`src/hdl/stbs_pkg.sv`:
```
// ----------------------------------------------------------------------------
// Sorted-table binary search: shared definitions
// Field widths, item kind codes, the search state type and the result record.
// ----------------------------------------------------------------------------
`default_nettype none

package stbs_pkg;

  localparam int unsigned SLOT_W  = 8;
  localparam int unsigned COUNT_W = 9;
  localparam int unsigned KEY_W   = 64;
  localparam int unsigned NAME_W  = 64;
  localparam int unsigned POS_W   = 8;

  // Item kind codes.
  localparam logic KIND_LOAD   = 1'b0;
  localparam logic KIND_SEARCH = 1'b1;

  typedef enum logic [1:0] {
    ST_IDLE,
    ST_PROBE,
    ST_MISS
  } search_state_e;

  typedef struct packed {
    logic              found;
    logic [POS_W-1:0]  position;
    logic [NAME_W-1:0] name;
  } result_t;

endpackage : stbs_pkg

`default_nettype wire

```
`src/hdl/stbs_search.sv`:
```
// ----------------------------------------------------------------------------
// Sorted-table binary search: search sequencer
// Walks the bounds one probe per cycle and holds the result for the output.
// ----------------------------------------------------------------------------
`default_nettype none

module stbs_search #(
  parameter int unsigned TABLE_DEPTH = 256,
  parameter int unsigned KEY_BYTES   = 8,
  parameter int unsigned NAME_BYTES  = 8
) (
  input  wire logic                                 clk_i,
  input  wire logic                                 rst_ni,
  // Search start, taken only while idle.
  input  wire logic                                 start_i,
  input  wire logic [8*KEY_BYTES-1:0]               query_i,
  input  wire logic [stbs_pkg::COUNT_W-1:0]         entry_count_i,
  output logic                                      idle_o,
  // Memory read port.
  output logic                                      rd_en_o,
  output logic      [$clog2(TABLE_DEPTH)-1:0]       rd_addr_o,
  input  wire logic [8*KEY_BYTES-1:0]               rd_key_i,
  input  wire logic [8*NAME_BYTES-1:0]              rd_name_i,
  // Result register.
  output logic                                      res_valid_o,
  input  wire logic                                 res_ready_i,
  output stbs_pkg::result_t                         res_o
);

  localparam int unsigned AW = $clog2(TABLE_DEPTH);
  localparam int unsigned BW = $clog2(TABLE_DEPTH + 1);
  localparam int unsigned CW = (BW > stbs_pkg::COUNT_W) ? BW : stbs_pkg::COUNT_W;
  localparam int unsigned KW = 8 * KEY_BYTES;

  stbs_pkg::search_state_e state_q, state_d;
  logic [BW-1:0]     lo_q, lo_d, hi_q, hi_d;
  logic [AW-1:0]     probe_q, probe_d;
  logic [KW-1:0]     query_q;
  logic              res_valid_q, res_valid_d;
  stbs_pkg::result_t res_q, res_d;

  logic [CW-1:0]     count_ext;
  logic [BW-1:0]     count_sat;
  logic              out_free;
  logic              hit, greater;
  logic [BW-1:0]     next_lo, next_hi;
  logic [AW+7:0]     probe_ext;
  logic              res_load;

  // Inclusive midpoint of a non-empty range with exclusive upper bound.
  function automatic logic [AW-1:0] mid_of(logic [BW-1:0] lo, logic [BW-1:0] hi);
    logic [BW:0] s;
    s = {1'b0, lo} + {1'b0, hi} - (BW+1)'(1);
    return s[AW:1];
  endfunction

  assign count_ext = CW'(entry_count_i);
  assign count_sat = (count_ext > CW'(TABLE_DEPTH)) ? BW'(TABLE_DEPTH) : count_ext[BW-1:0];
  assign out_free  = !res_valid_q || res_ready_i;
  assign hit       = (rd_key_i == query_q);
  assign greater   = (rd_key_i > query_q);
  assign next_lo   = greater ? lo_q : (BW'(probe_q) + BW'(1));
  assign next_hi   = greater ? BW'(probe_q) : hi_q;
  assign probe_ext = {8'd0, probe_q};

  always_comb begin
    state_d   = state_q;
    lo_d      = lo_q;
    hi_d      = hi_q;
    probe_d   = probe_q;
    rd_en_o   = 1'b0;
    rd_addr_o = probe_q;
    res_load  = 1'b0;
    res_d     = res_q;
    case (state_q)
      stbs_pkg::ST_IDLE: begin
        if (start_i) begin
          lo_d = '0;
          hi_d = count_sat;
          if (count_sat != '0) begin
            rd_en_o   = 1'b1;
            rd_addr_o = mid_of('0, count_sat);
            probe_d   = rd_addr_o;
            state_d   = stbs_pkg::ST_PROBE;
          end else begin
            state_d = stbs_pkg::ST_MISS;
          end
        end
      end
      stbs_pkg::ST_PROBE: begin
        if (hit) begin
          if (out_free) begin
            res_load       = 1'b1;
            res_d.found    = 1'b1;
            res_d.position = probe_ext[7:0];
            res_d.name     = stbs_pkg::NAME_W'(rd_name_i);
            state_d        = stbs_pkg::ST_IDLE;
          end
        end else if (next_lo < next_hi) begin
          lo_d      = next_lo;
          hi_d      = next_hi;
          rd_en_o   = 1'b1;
          rd_addr_o = mid_of(next_lo, next_hi);
          probe_d   = rd_addr_o;
        end else if (out_free) begin
          res_load = 1'b1;
          res_d    = '0;
          state_d  = stbs_pkg::ST_IDLE;
        end
      end
      stbs_pkg::ST_MISS: begin
        if (out_free) begin
          res_load = 1'b1;
          res_d    = '0;
          state_d  = stbs_pkg::ST_IDLE;
        end
      end
      default: begin
        state_d = stbs_pkg::ST_IDLE;
      end
    endcase
    res_valid_d = res_load ? 1'b1 : (res_ready_i ? 1'b0 : res_valid_q);
  end

  always_ff @(posedge clk_i or negedge rst_ni) begin
    if (!rst_ni) begin
      state_q     <= stbs_pkg::ST_IDLE;
      lo_q        <= '0;
      hi_q        <= '0;
      probe_q     <= '0;
      res_valid_q <= 1'b0;
    end else begin
      state_q     <= state_d;
      lo_q        <= lo_d;
      hi_q        <= hi_d;
      probe_q     <= probe_d;
      res_valid_q <= res_valid_d;
    end
  end

  always_ff @(posedge clk_i) begin
    if (start_i && state_q == stbs_pkg::ST_IDLE) begin
      query_q <= query_i;
    end
    if (res_load) begin
      res_q <= res_d;
    end
  end

  assign idle_o      = (state_q == stbs_pkg::ST_IDLE);
  assign res_valid_o = res_valid_q;
  assign res_o       = res_q;

  // A read is only issued when a search starts or while probing.
  assert property (@(posedge clk_i) disable iff (!rst_ni)
    rd_en_o |-> (state_q == stbs_pkg::ST_PROBE || (idle_o && start_i)))
    else $error("table read issued outside a search");

  // While probing the search range is never empty.
  assert property (@(posedge clk_i) disable iff (!rst_ni)
    state_q == stbs_pkg::ST_PROBE |-> (lo_q < hi_q && hi_q <= BW'(TABLE_DEPTH)))
    else $error("probe with an empty or oversized range");

  // A pending result is never overwritten before it is taken.
  assert property (@(posedge clk_i) disable iff (!rst_ni)
    (res_valid_q && !res_ready_i) |=> (res_valid_q && $stable(res_q)))
    else $error("pending result changed");

  // A miss reports zero position and zero name.
  assert property (@(posedge clk_i) disable iff (!rst_ni)
    (res_valid_q && !res_q.found) |-> (res_q.position == '0 && res_q.name == '0))
    else $error("miss result carries data");

endmodule : stbs_search

`default_nettype wire

```
`config.mk`:
```
export PLATFORM = sky130hd
export DESIGN_NAME = stbs_search
export DESIGN_NICKNAME = d
export VERILOG_FILES = /design/src/hdl/stbs_pkg.sv /design/src/hdl/stbs_search.sv
export SDC_FILE = /design/constraint.sdc
export NUM_CORES = 1
export LEC_CHECK = 0
export ABC_AREA = 1
export CORE_ASPECT_RATIO = 1.4
export CORE_MARGIN = 5
export CORE_UTILIZATION = 40
export CTS_BUF_LIST = sky130_fd_sc_hd__clkbuf_4
export DETAILED_ROUTE_END_ITERATION = 6
export DONT_BUFFER_PORTS = 1
export GPL_TIMING_DRIVEN = 1
export HOLD_SLACK_MARGIN = 0.15
export PLACE_DENSITY = 0.62
export SETUP_SLACK_MARGIN = 0.4
export SKIP_CTS_REPAIR_TIMING = 1
export SLEW_MARGIN = 20
export SYNTH_ARGS = -nofsm -noshare
export SYNTH_HDL_FRONTEND = slang
export SYNTH_SLANG_ARGS = --single-unit
```
`constraint.sdc`:
```
create_clock -name clk_i -period 6.8 [get_ports clk_i]
set_input_delay 1.02 -clock clk_i [delete_from_list [all_inputs] [get_ports clk_i]]
set_output_delay 1.02 -clock clk_i [all_outputs]
set_load 0.05 [all_outputs]
```
* Word-level counts from Yosys, hierarchy flattened
Cells that the tools add are included.
** Word-level totals
- Bits in registers :: 166
- Latch bits :: 0
- Memory bits (writable) :: 0
- Memory bits (read-only) :: 0
- Bits of input ports :: 205
- Output and inout bits :: 84
- Logic and storage cells :: 73
- Memories :: 0
** Operators by class
- $add $sub $neg :: 4
- Multipliers :: 0
- Div/mod/pow operators :: 0
- Order comparisons :: 3
- Equality and inequality tests :: 8
- Shifts and indexed selects :: 0
- Multiplexer cells :: 38
- Bitwise operators :: 0
- Reductions and logical operators :: 11
** Operator list (count)
- 73-bit two-way mux :: 4
- 73-bit one-hot mux with 2 select lines :: 1
- 9-bit two-way mux :: 9
- 64-bit equality test :: 1
- 64-bit > comparator :: 1
- 9-bit one-hot mux with 2 select lines :: 2
- 8-bit two-way mux :: 4
- 9-bit by 1-bit subtractor with 9-bit output, second input constant :: 2
- 8-bit one-hot mux with 2 select lines :: 1
- 2-bit two-way mux :: 5
- 8-bit by 1-bit adder with 9-bit output, second input constant :: 1
- 9-bit adder :: 1
- 9-bit > comparator, second input constant :: 1
- 9-bit < comparator :: 1
- 1-bit two-way mux :: 9
- 9-bit nonzero test :: 1
- 4-bit AND reduction :: 2
- 2-bit inequality test, second input constant :: 3
- 3-bit inequality test, second input constant :: 2
- 2-bit one-hot mux with 3 select lines :: 1
- 2-bit nonzero test :: 3
- 1-bit one-hot mux with 2 select lines :: 2
- 2-bit by 1-bit equality test with 1-bit output, second input constant :: 1
- 2-bit equality test, second input constant :: 1
- other kinds (5) :: 5

* Longest topological paths before layout
Gate-level depths: netlist of the first run.
- Depth after elaboration :: 7
- Mapped depth :: 33
- Mapped depth without buffers :: 32

* Worst setup path before layout of the first run
No wires, ideal clock.
- Path kind :: input to register
- Start :: input rd_key_i[47]
- End :: register res_q (netlist bit res_o[0]), enable pin
- Setup time :: 0.427 ns
- Arrival :: 5.469 ns
- Data required time :: 6.373 ns
- Setup slack :: 0.904 ns
- Cell stages on the path :: 18
- Buffers on the path :: 1
- Path through :: ha_1 > nand2_2 > nor4_4 > nand3_2 > nor2_2 > nand3_2 > nand2_4 > inv_1 > buf_2 > nand2_1 > o21ai_0 > ha_1 > nand2_1 > nor4_1 > nand2_8 > nand3_1 > nand4_1 > inv_1
** Between the ends
- Longest elaborated chain between the ends :: 7
- Elaborated cells on any way between the ends :: 11
- Those cells by class :: order compare: 2; eq/ne: 3; mux: 5; reduce/logical: 1
** Ends and longest elaborated chain
- from (decl) :: RTL line stbs_search.sv:22 : input wire logic [8*KEY_BYTES-1:0] rd_key_i,
- 64-bit > comparator :: RTL line stbs_search.sv:61 : assign greater = (rd_key_i > query_q);
- 9-bit two-way mux, on equally long branches :: RTL line stbs_search.sv:62, stbs_search.sv:63
- 9-bit < comparator :: RTL line stbs_search.sv:99 : end else if (next_lo < next_hi) begin
- 1-bit two-way mux :: RTL line stbs_search.sv:99
- 1-bit two-way mux :: RTL line stbs_search.sv:91 : if (hit) begin
- 1-bit one-hot mux with 2 select lines :: RTL line stbs_search.sv:75 : case (state_q)
- 4-bit AND reduction (no source line) (*)
- to (signal assigned) :: RTL line stbs_search.sv:146 : res_q <= res_d;
- to (decl) :: RTL line stbs_search.sv:40 : stbs_pkg::result_t res_q, res_d;
Mark *: on every way between the ends. The rest lies on a longest branch, timed or not.
A chain may end at the register's enable or synchronous reset.

* Worst setup path after layout of the first run
- Start :: input rd_key_i[14]
- End :: output rd_addr_o[6]
** Between the ends
- Longest elaborated chain between the ends :: 7
- Elaborated cells on any way between the ends :: 10
- Those cells by class :: add/sub: 2; order compare: 2; eq/ne: 1; mux: 5
** Ends and longest elaborated chain
- 64-bit > comparator :: RTL line stbs_search.sv:61
- 9-bit two-way mux, on equally long branches :: RTL line stbs_search.sv:62, stbs_search.sv:63
- 9-bit adder :: RTL line stbs_search.sv:53 : s = {1'b0, lo} + {1'b0, hi} - (BW+1)'(1);
- 9-bit by 1-bit subtractor with 9-bit output :: RTL line stbs_search.sv:53
- 8-bit two-way mux
- 8-bit two-way mux (*)
- 8-bit one-hot mux with 2 select lines (*)
- to (decl) :: RTL line stbs_search.sv:21 : output logic [$clog2(TABLE_DEPTH)-1:0] rd_addr_o,
Marks and branches as above.

==> impl_metrics.yaml, run 1 <==
power:
  ir_drop_v: 0.000390
  p_leak_nw: 4.78
  power.density_nw_per_um2: 442
global_route:
  antenna_found_initial: 5
  grt_pass1_vias: 7093
  grtUsageTotal: 0.182
  overflow: 0
  grt_pass1_wl_um: 39300
  grt_max_degree: 76
floorplanning:
  start_util: 0.408
  die_w_um: 142
  die_area_um2: 27800
  rows: 67
  core-area_um2: 24100
  num_io_pins: 289
  die_h_um: 195
finish:
  fin_area_um2: 10500
  drive_above_1_share: 0.0850
  area_delta_synth_final_pct: 7.11
  final_common_cell: "nand2_1"
  num-fill-cells: 2374
  regArea_um2: 4840
  final_nets: 1354
  final_cell_mix: "228 x nand2_1, 179 x nand3_1, 137 x edfxtp_1"
  multiInputGateArea_um2: 4360
sta:
  final.setup.worst_slack_ns: 0.878
  clock.fmax_ghz: 0.169
  worst_clock_skew_ns: 0.0307
  hold_viol: 0
  fin_crit_ns: 5.92
  worstMarginPinSlew_ns: 1.08
  drv_slew: 0
  period_share: 0.871
  grt_setup_unrepaired: "no"
  setup_viol: 0
  finalSetupTns_ns: 0
  relSlewSlack: 0.278
hold_path:
  min_path_type: "in -> async"
critical_path:
  crit_path_max_incr_delay_ns: 0.36
  crit_chain: "ha_1 > nand2_1 > nor2_1 > nand4_1 > nor4_4 > nand3_2 > nand2_8 > clkinvlp_4 > nand2_1 > o21ai_0 > buf_4 > ha_1 > ha_1 > a21oi_1 > inv_1 > a31oi_1 > nor2_1 > o21ai_0 > nand2_1 > xnor2_1 > inv_1 > nand4_1 > nand3_1 > buf_4"
  crit_family: "simple AND/OR/NAND/NOR gates"
  critPathMaxFanout: 20
  required_ns: 5.78
  arrival_ns: 4.90
  crit_buf_inv: 5
  endpoint_kind: "output port"
  start_kind: "input pin"
  crit_type: "in -> out"
  slowest_stage: "ha_1"
  reg2reg_setup_slack_ns: 1.65
clocking:
  cts_sinks: 166
  clk_pin_slew_worst_paths_ns: 0.15
  insertion_delay_ns: 0.58
  clk_path_buf_depth: 2
  cts_buffers: 17
  cts_tree: "built"
  cts-htree-levels: 4
  cts-root-buf: "clkbuf_4"
yosys:
  ys_ff_latch: 166
  ys_types: 37
  synth_compound_gate_area_share: 0.0607
  synth_xor_area_frac: 0.0116
  yosys.area.top_type: "edfxtp_1"
  ys_top_cells_by_area: "edfxtp_1 42%, ha_1 12%, nand3_1 9.2%"
  synthAdderAreaFrac: 0.118
  synth_top_family_by_area: "simple AND/OR/NAND/NOR gates"
  synthMuxAreaShare: 0
  syn_inst: 1059
  syn_area_um2: 9820
  synth_top_area_frac: 0.419
  syn-num-nets: 1356
  synth-simple-area-share: 0.247
  syn_avg_cell_area_um2: 9.27
  ys_seq_area_frac: 0.493
  yosysWarnings: 0
run:
  max_cap_violations: 0
placed_design:
  dp_hpwl_um: 20000
  place_area_um2: 10100
  gp_routability_congestion: 0.914
  pre_cts_ws_ns: 0.458
  portBuffers: 0
route:
  vias: 7426
  first_pass_iters: 5
  viasPerCell: 5.36
  routed_wl_um: 26300
  ant_nets: 0
  drc: 0
  wl_per_cell_um: 19.0
  drt-initial-drc-count: 531
run_status:
  status: "complete, no violations"
final cells by class:
class                      count  area share
inverter                     129      0.0464
clock inverter                14      0.0130
timing repair inverter         1    0.000476
tap                          310      0.0369
multi-input combinational    724       0.415
antenna                        5     0.00119
clock buffer                  18      0.0128
sequential                   166       0.460
timing repair buffer          18      0.0140
metrics by stage:
stage,utilization,total power (W),cells,hold slack [ns]
floorplan,-,0.00358,1059,0.433
global placement,0.421,0.00403,1342,0.455
detailed placement,0.421,0.00405,1342,0.457
CTS,0.432,0.00463,1374,0.0212
global route,0.437,0.00501,1385,0.157
finish,0.437,0.00465,1385,0.241
logic make-up (layout without fill, tap and decap cells):
| kind of cell | after synthesis | after routing |
|---|---|---|
| buffers and inverters | 169 | 180 |
| xor gates and xnor gates | 13 | 13 |
| DFF | 166 | 166 |
| AOI/OAI and AO/OA | 112 | 112 |
| adders and majority gates | 92 | 92 |
| and+or+nand+nor | 507 | 507 |
| other | 0 | 5 |
synthesized netlist by cell type, drive strengths merged:
| cell | n |
|---|---|
| nand3b | 1 |
| o21a | 6 |
| nor3 | 4 |
| nand2 | 243 |
| inv | 128 |
| a21boi | 1 |
| nor3b | 1 |
| a22oi | 1 |
| dfrtp | 29 |
| nor2 | 43 |
| edfxtp | 137 |
| ha | 91 |
| a21o | 2 |
| clkbuf | 21 |
| o21bai | 2 |
| clkinv | 1 |
| o21ai | 45 |
| fa | 1 |
| o211ai | 1 |
| nand4 | 14 |
| xnor2 | 5 |
| a31oi | 2 |
| a21oi | 52 |
| nor4 | 9 |
| xor2 | 8 |
| nand3 | 192 |
| buf | 19 |
flip-flops by register name, summed over array words and instances, names as in the netlist:
register and flops:
hi_q 9, lo_q 9, probe_q 8, state_q 2, res_o 73, query_q 64
res_valid_o 1
report_power, final:
| part | internal [W] | switching [W] |
|---|---|---|
| sequential | 0.00142 | 0.000498 |
| combinational | 0.000677 | 0.00149 |
| clock | 0.000219 | 0.000348 |
| total | 0.00232 | 0.00233 |
routing by layer:
layer	GRT usage	part of all wire	vias to the layer above
met1	0.200	0.36	3459
met2	0.323	0.52	280
met5	0	0	-
met3	0.0563	0.084	52
li1	-	-	3635
met4	0.0757	0.033	0
final timing paths:
check                        startpoint           end  cells after the start
min reg2reg                     lo_q[6]       lo_q[6]                      2
max                        rd_key_i[14]  rd_addr_o[6]                     24
min                              rst_ni    state_q[0]                      1
max reg2reg                 query_q[15]     res_o[12]                     23
max in group asynchronous        rst_ni       lo_q[6]                      1
min in group clk_i              lo_q[6]       lo_q[6]                      2
(Power assumes the default switching activity.)
==> run 2: changes to the inputs <==
--- a/config.mk
+++ b/config.mk
@@ -14,6 +14,7 @@
 export DONT_BUFFER_PORTS = 1
 export GPL_TIMING_DRIVEN = 1
 export HOLD_SLACK_MARGIN = 0.15
+export MAX_ROUTING_LAYER = met4
 export PLACE_DENSITY = 0.62
 export SETUP_SLACK_MARGIN = 0.4
 export SKIP_CTS_REPAIR_TIMING = 1
==> constraint.sdc (replaced) <==
create_clock -name clk_i -period 6.2 [get_ports clk_i]
set_input_delay 0.93 -clock clk_i [delete_from_list [all_inputs] [get_ports clk_i]]
set_output_delay 0.93 -clock clk_i [all_outputs]
set_load 0.05 [all_outputs]
==> impl_metrics.yaml, run 2 (synthesis gave the netlist of run 1 again) <==
run_status:
  status: "complete, no violations"
finish:
  final_cell_mix: "225 x nand2_1, 177 x nand3_1, 137 x edfxtp_1"
  area_delta_synth_final_pct: 10.1
  drive_above_1_share: 0.119
  fin_area_um2: 10800
  num-fill-cells: 2353
  final_cells: 1401
  final_nets: 1372
  final_common_cell: "nand2_1"
  largest_register_ffs: 73
critical_path:
  arrival_ns: 4.59
  reg2reg_setup_slack_ns: 1.20
  start_kind: "flip-flop"
  required_ns: 5.27
  endpoint_kind: "output port"
  critPathMaxFanout: 7
  crit_type: "reg -> out"
  reg2reg_depth: 24
sta:
  drv_slew: 0
  worstMarginPinSlew_ns: 0.969
  clock.fmax_ghz: 0.181
  relSlewSlack: 0.354
  setup_viol: 0
  worst_clock_skew_ns: 0.0313
  hold_viol: 0
  finalSetupTns_ns: 0
  period_share: 0.890
  grt_setup_unrepaired: "yes"
  fin_crit_ns: 5.52
  holdWs_ns: 0.442
global_route:
  grt_max_degree: 76
  grtUsageTotal: 0.193
  grt_pass1_wl_um: 40500
  grt_pass1_vias: 7160
  antenna_found_initial: 3
  overflow: 0
route:
  routed_wl_um: 27400
  viasPerCell: 5.40
  first_pass_iters: 5
  vias: 7563
  drc: 0
  wl_per_cell_um: 19.6
  ant_nets: 0
  drt-initial-drc-count: 462
clocking:
  cts_sinks: 166
  cts-root-buf: "clkbuf_4"
  cts_tree: "built"
  cts_buffers: 17
  insertion_delay_ns: 0.57
  clk_path_buf_depth: 2
  cts-htree-levels: 4
  clk_pin_slew_worst_paths_ns: 0.14
placed_design:
  dp_hpwl_um: 20400
  gp_routability_congestion: 0.941
  portBuffers: 0
  place_area_um2: 10200
  place_inst: 1349
floorplanning:
  core-area_um2: 24100
  start_util: 0.408
  rows: 67
  num_io_pins: 289
  die_area_um2: 27800
  die_w_um: 142
  die_h_um: 195
power:
  pwr-share-comb: 0.492
  seqPwrFrac: 0.392
  p_int_w: 0.00273
  switchingPower_w: 0.00266
  p_leak_nw: 4.85
  power.density_nw_per_um2: 499
  p_sw_frac: 0.494
  ir_drop_v: 0.000744
  power_frac_clock: 0.116
  totalPowerFinal_w: 0.00539
hold_path:
  min_path_type: "in -> reg"
  hold_depth: 0
run:
  max_cap_violations: 0
-- run 2: path summary, 6_finish.rpt --
path	startpoint	to
setup / recovery	query_q[14]	rd_addr_o[7]
hold / removal	query_i[35]	query_q[35]
setup reg to reg	query_q[14]	res_o[11]
hold reg to reg	lo_q[6]	lo_q[6]
max in group asynchronous	rst_ni	lo_q[4]
min in group asynchronous	rst_ni	state_q[1]
-- run 2: cell type report --
type / instances / area, um^2 / area share
multi-input cells: 725 / 4520 / 0.418
diodes: 4 / 10.0 / 0.000926
repair inverters: 1 / 7.51 / 0.000695
clock inverters: 10 / 108 / 0.00996
clock buffers: 21 / 158 / 0.0146
flip-flops and latches: 166 / 4840 / 0.448
repair buffers: 35 / 285 / 0.0264
inverters: 129 / 492 / 0.0455
well taps: 310 / 388 / 0.0359
-- run 2: stage by stage --
stage | util | setup slack (ns)
3_5_place_dp | 0.423 | 0.180
6_report | 0.449 | 0.684
2_1_floorplan | - | 0.685
5_1_grt | 0.449 | 0.233
3_3_place_gp | 0.423 | 0.242
4_1_cts | 0.434 | 0.0437
-- run 2: worst max-delay path, stage by stage (launching register included) --
cell and delay (ns):
edfxtp_1 0.37, inv_2 0.06, ha_4 0.26, nand2_2 0.05, nor2_2 0.10, nand4_1 0.19, nor4_4 0.24, buf_4 0.18
nand3_4 0.12, nand2_8 0.12, clkinvlp_4 0.12, o21ai_1 0.26, buf_4 0.17, ha_1 0.13, inv_1 0.07, ha_1 0.27
nand3_1 0.07, nand2_1 0.09, a21oi_1 0.15, o21bai_1 0.11, nand2_1 0.08, nand2_1 0.06, a21oi_2 0.15, xor2_1 0.16
nand4_1 0.11, nand3_1 0.15, buf_6 0.17
-- run 2: power groups by stage --
stage	clock network (W)	logic [W]	registers, W
finish	0.000626	0.00265	0.00211
global route	0.000697	0.00294	0.00214
CTS	0.000655	0.00240	0.00211
detailed placement	0	0.00238	0.00214
global placement	0	0.00237	0.00213
floorplan	0	0.00186	0.00207
-- run 2: layer usage --
layer,vias to the layer above,part of all wire,track usage
met4,0,0.026,0.0708
met1,3585,0.38,0.216
li1,3655,-,-
met2,283,0.53,0.333
met5,-,0,-
met3,40,0.071,0.0460
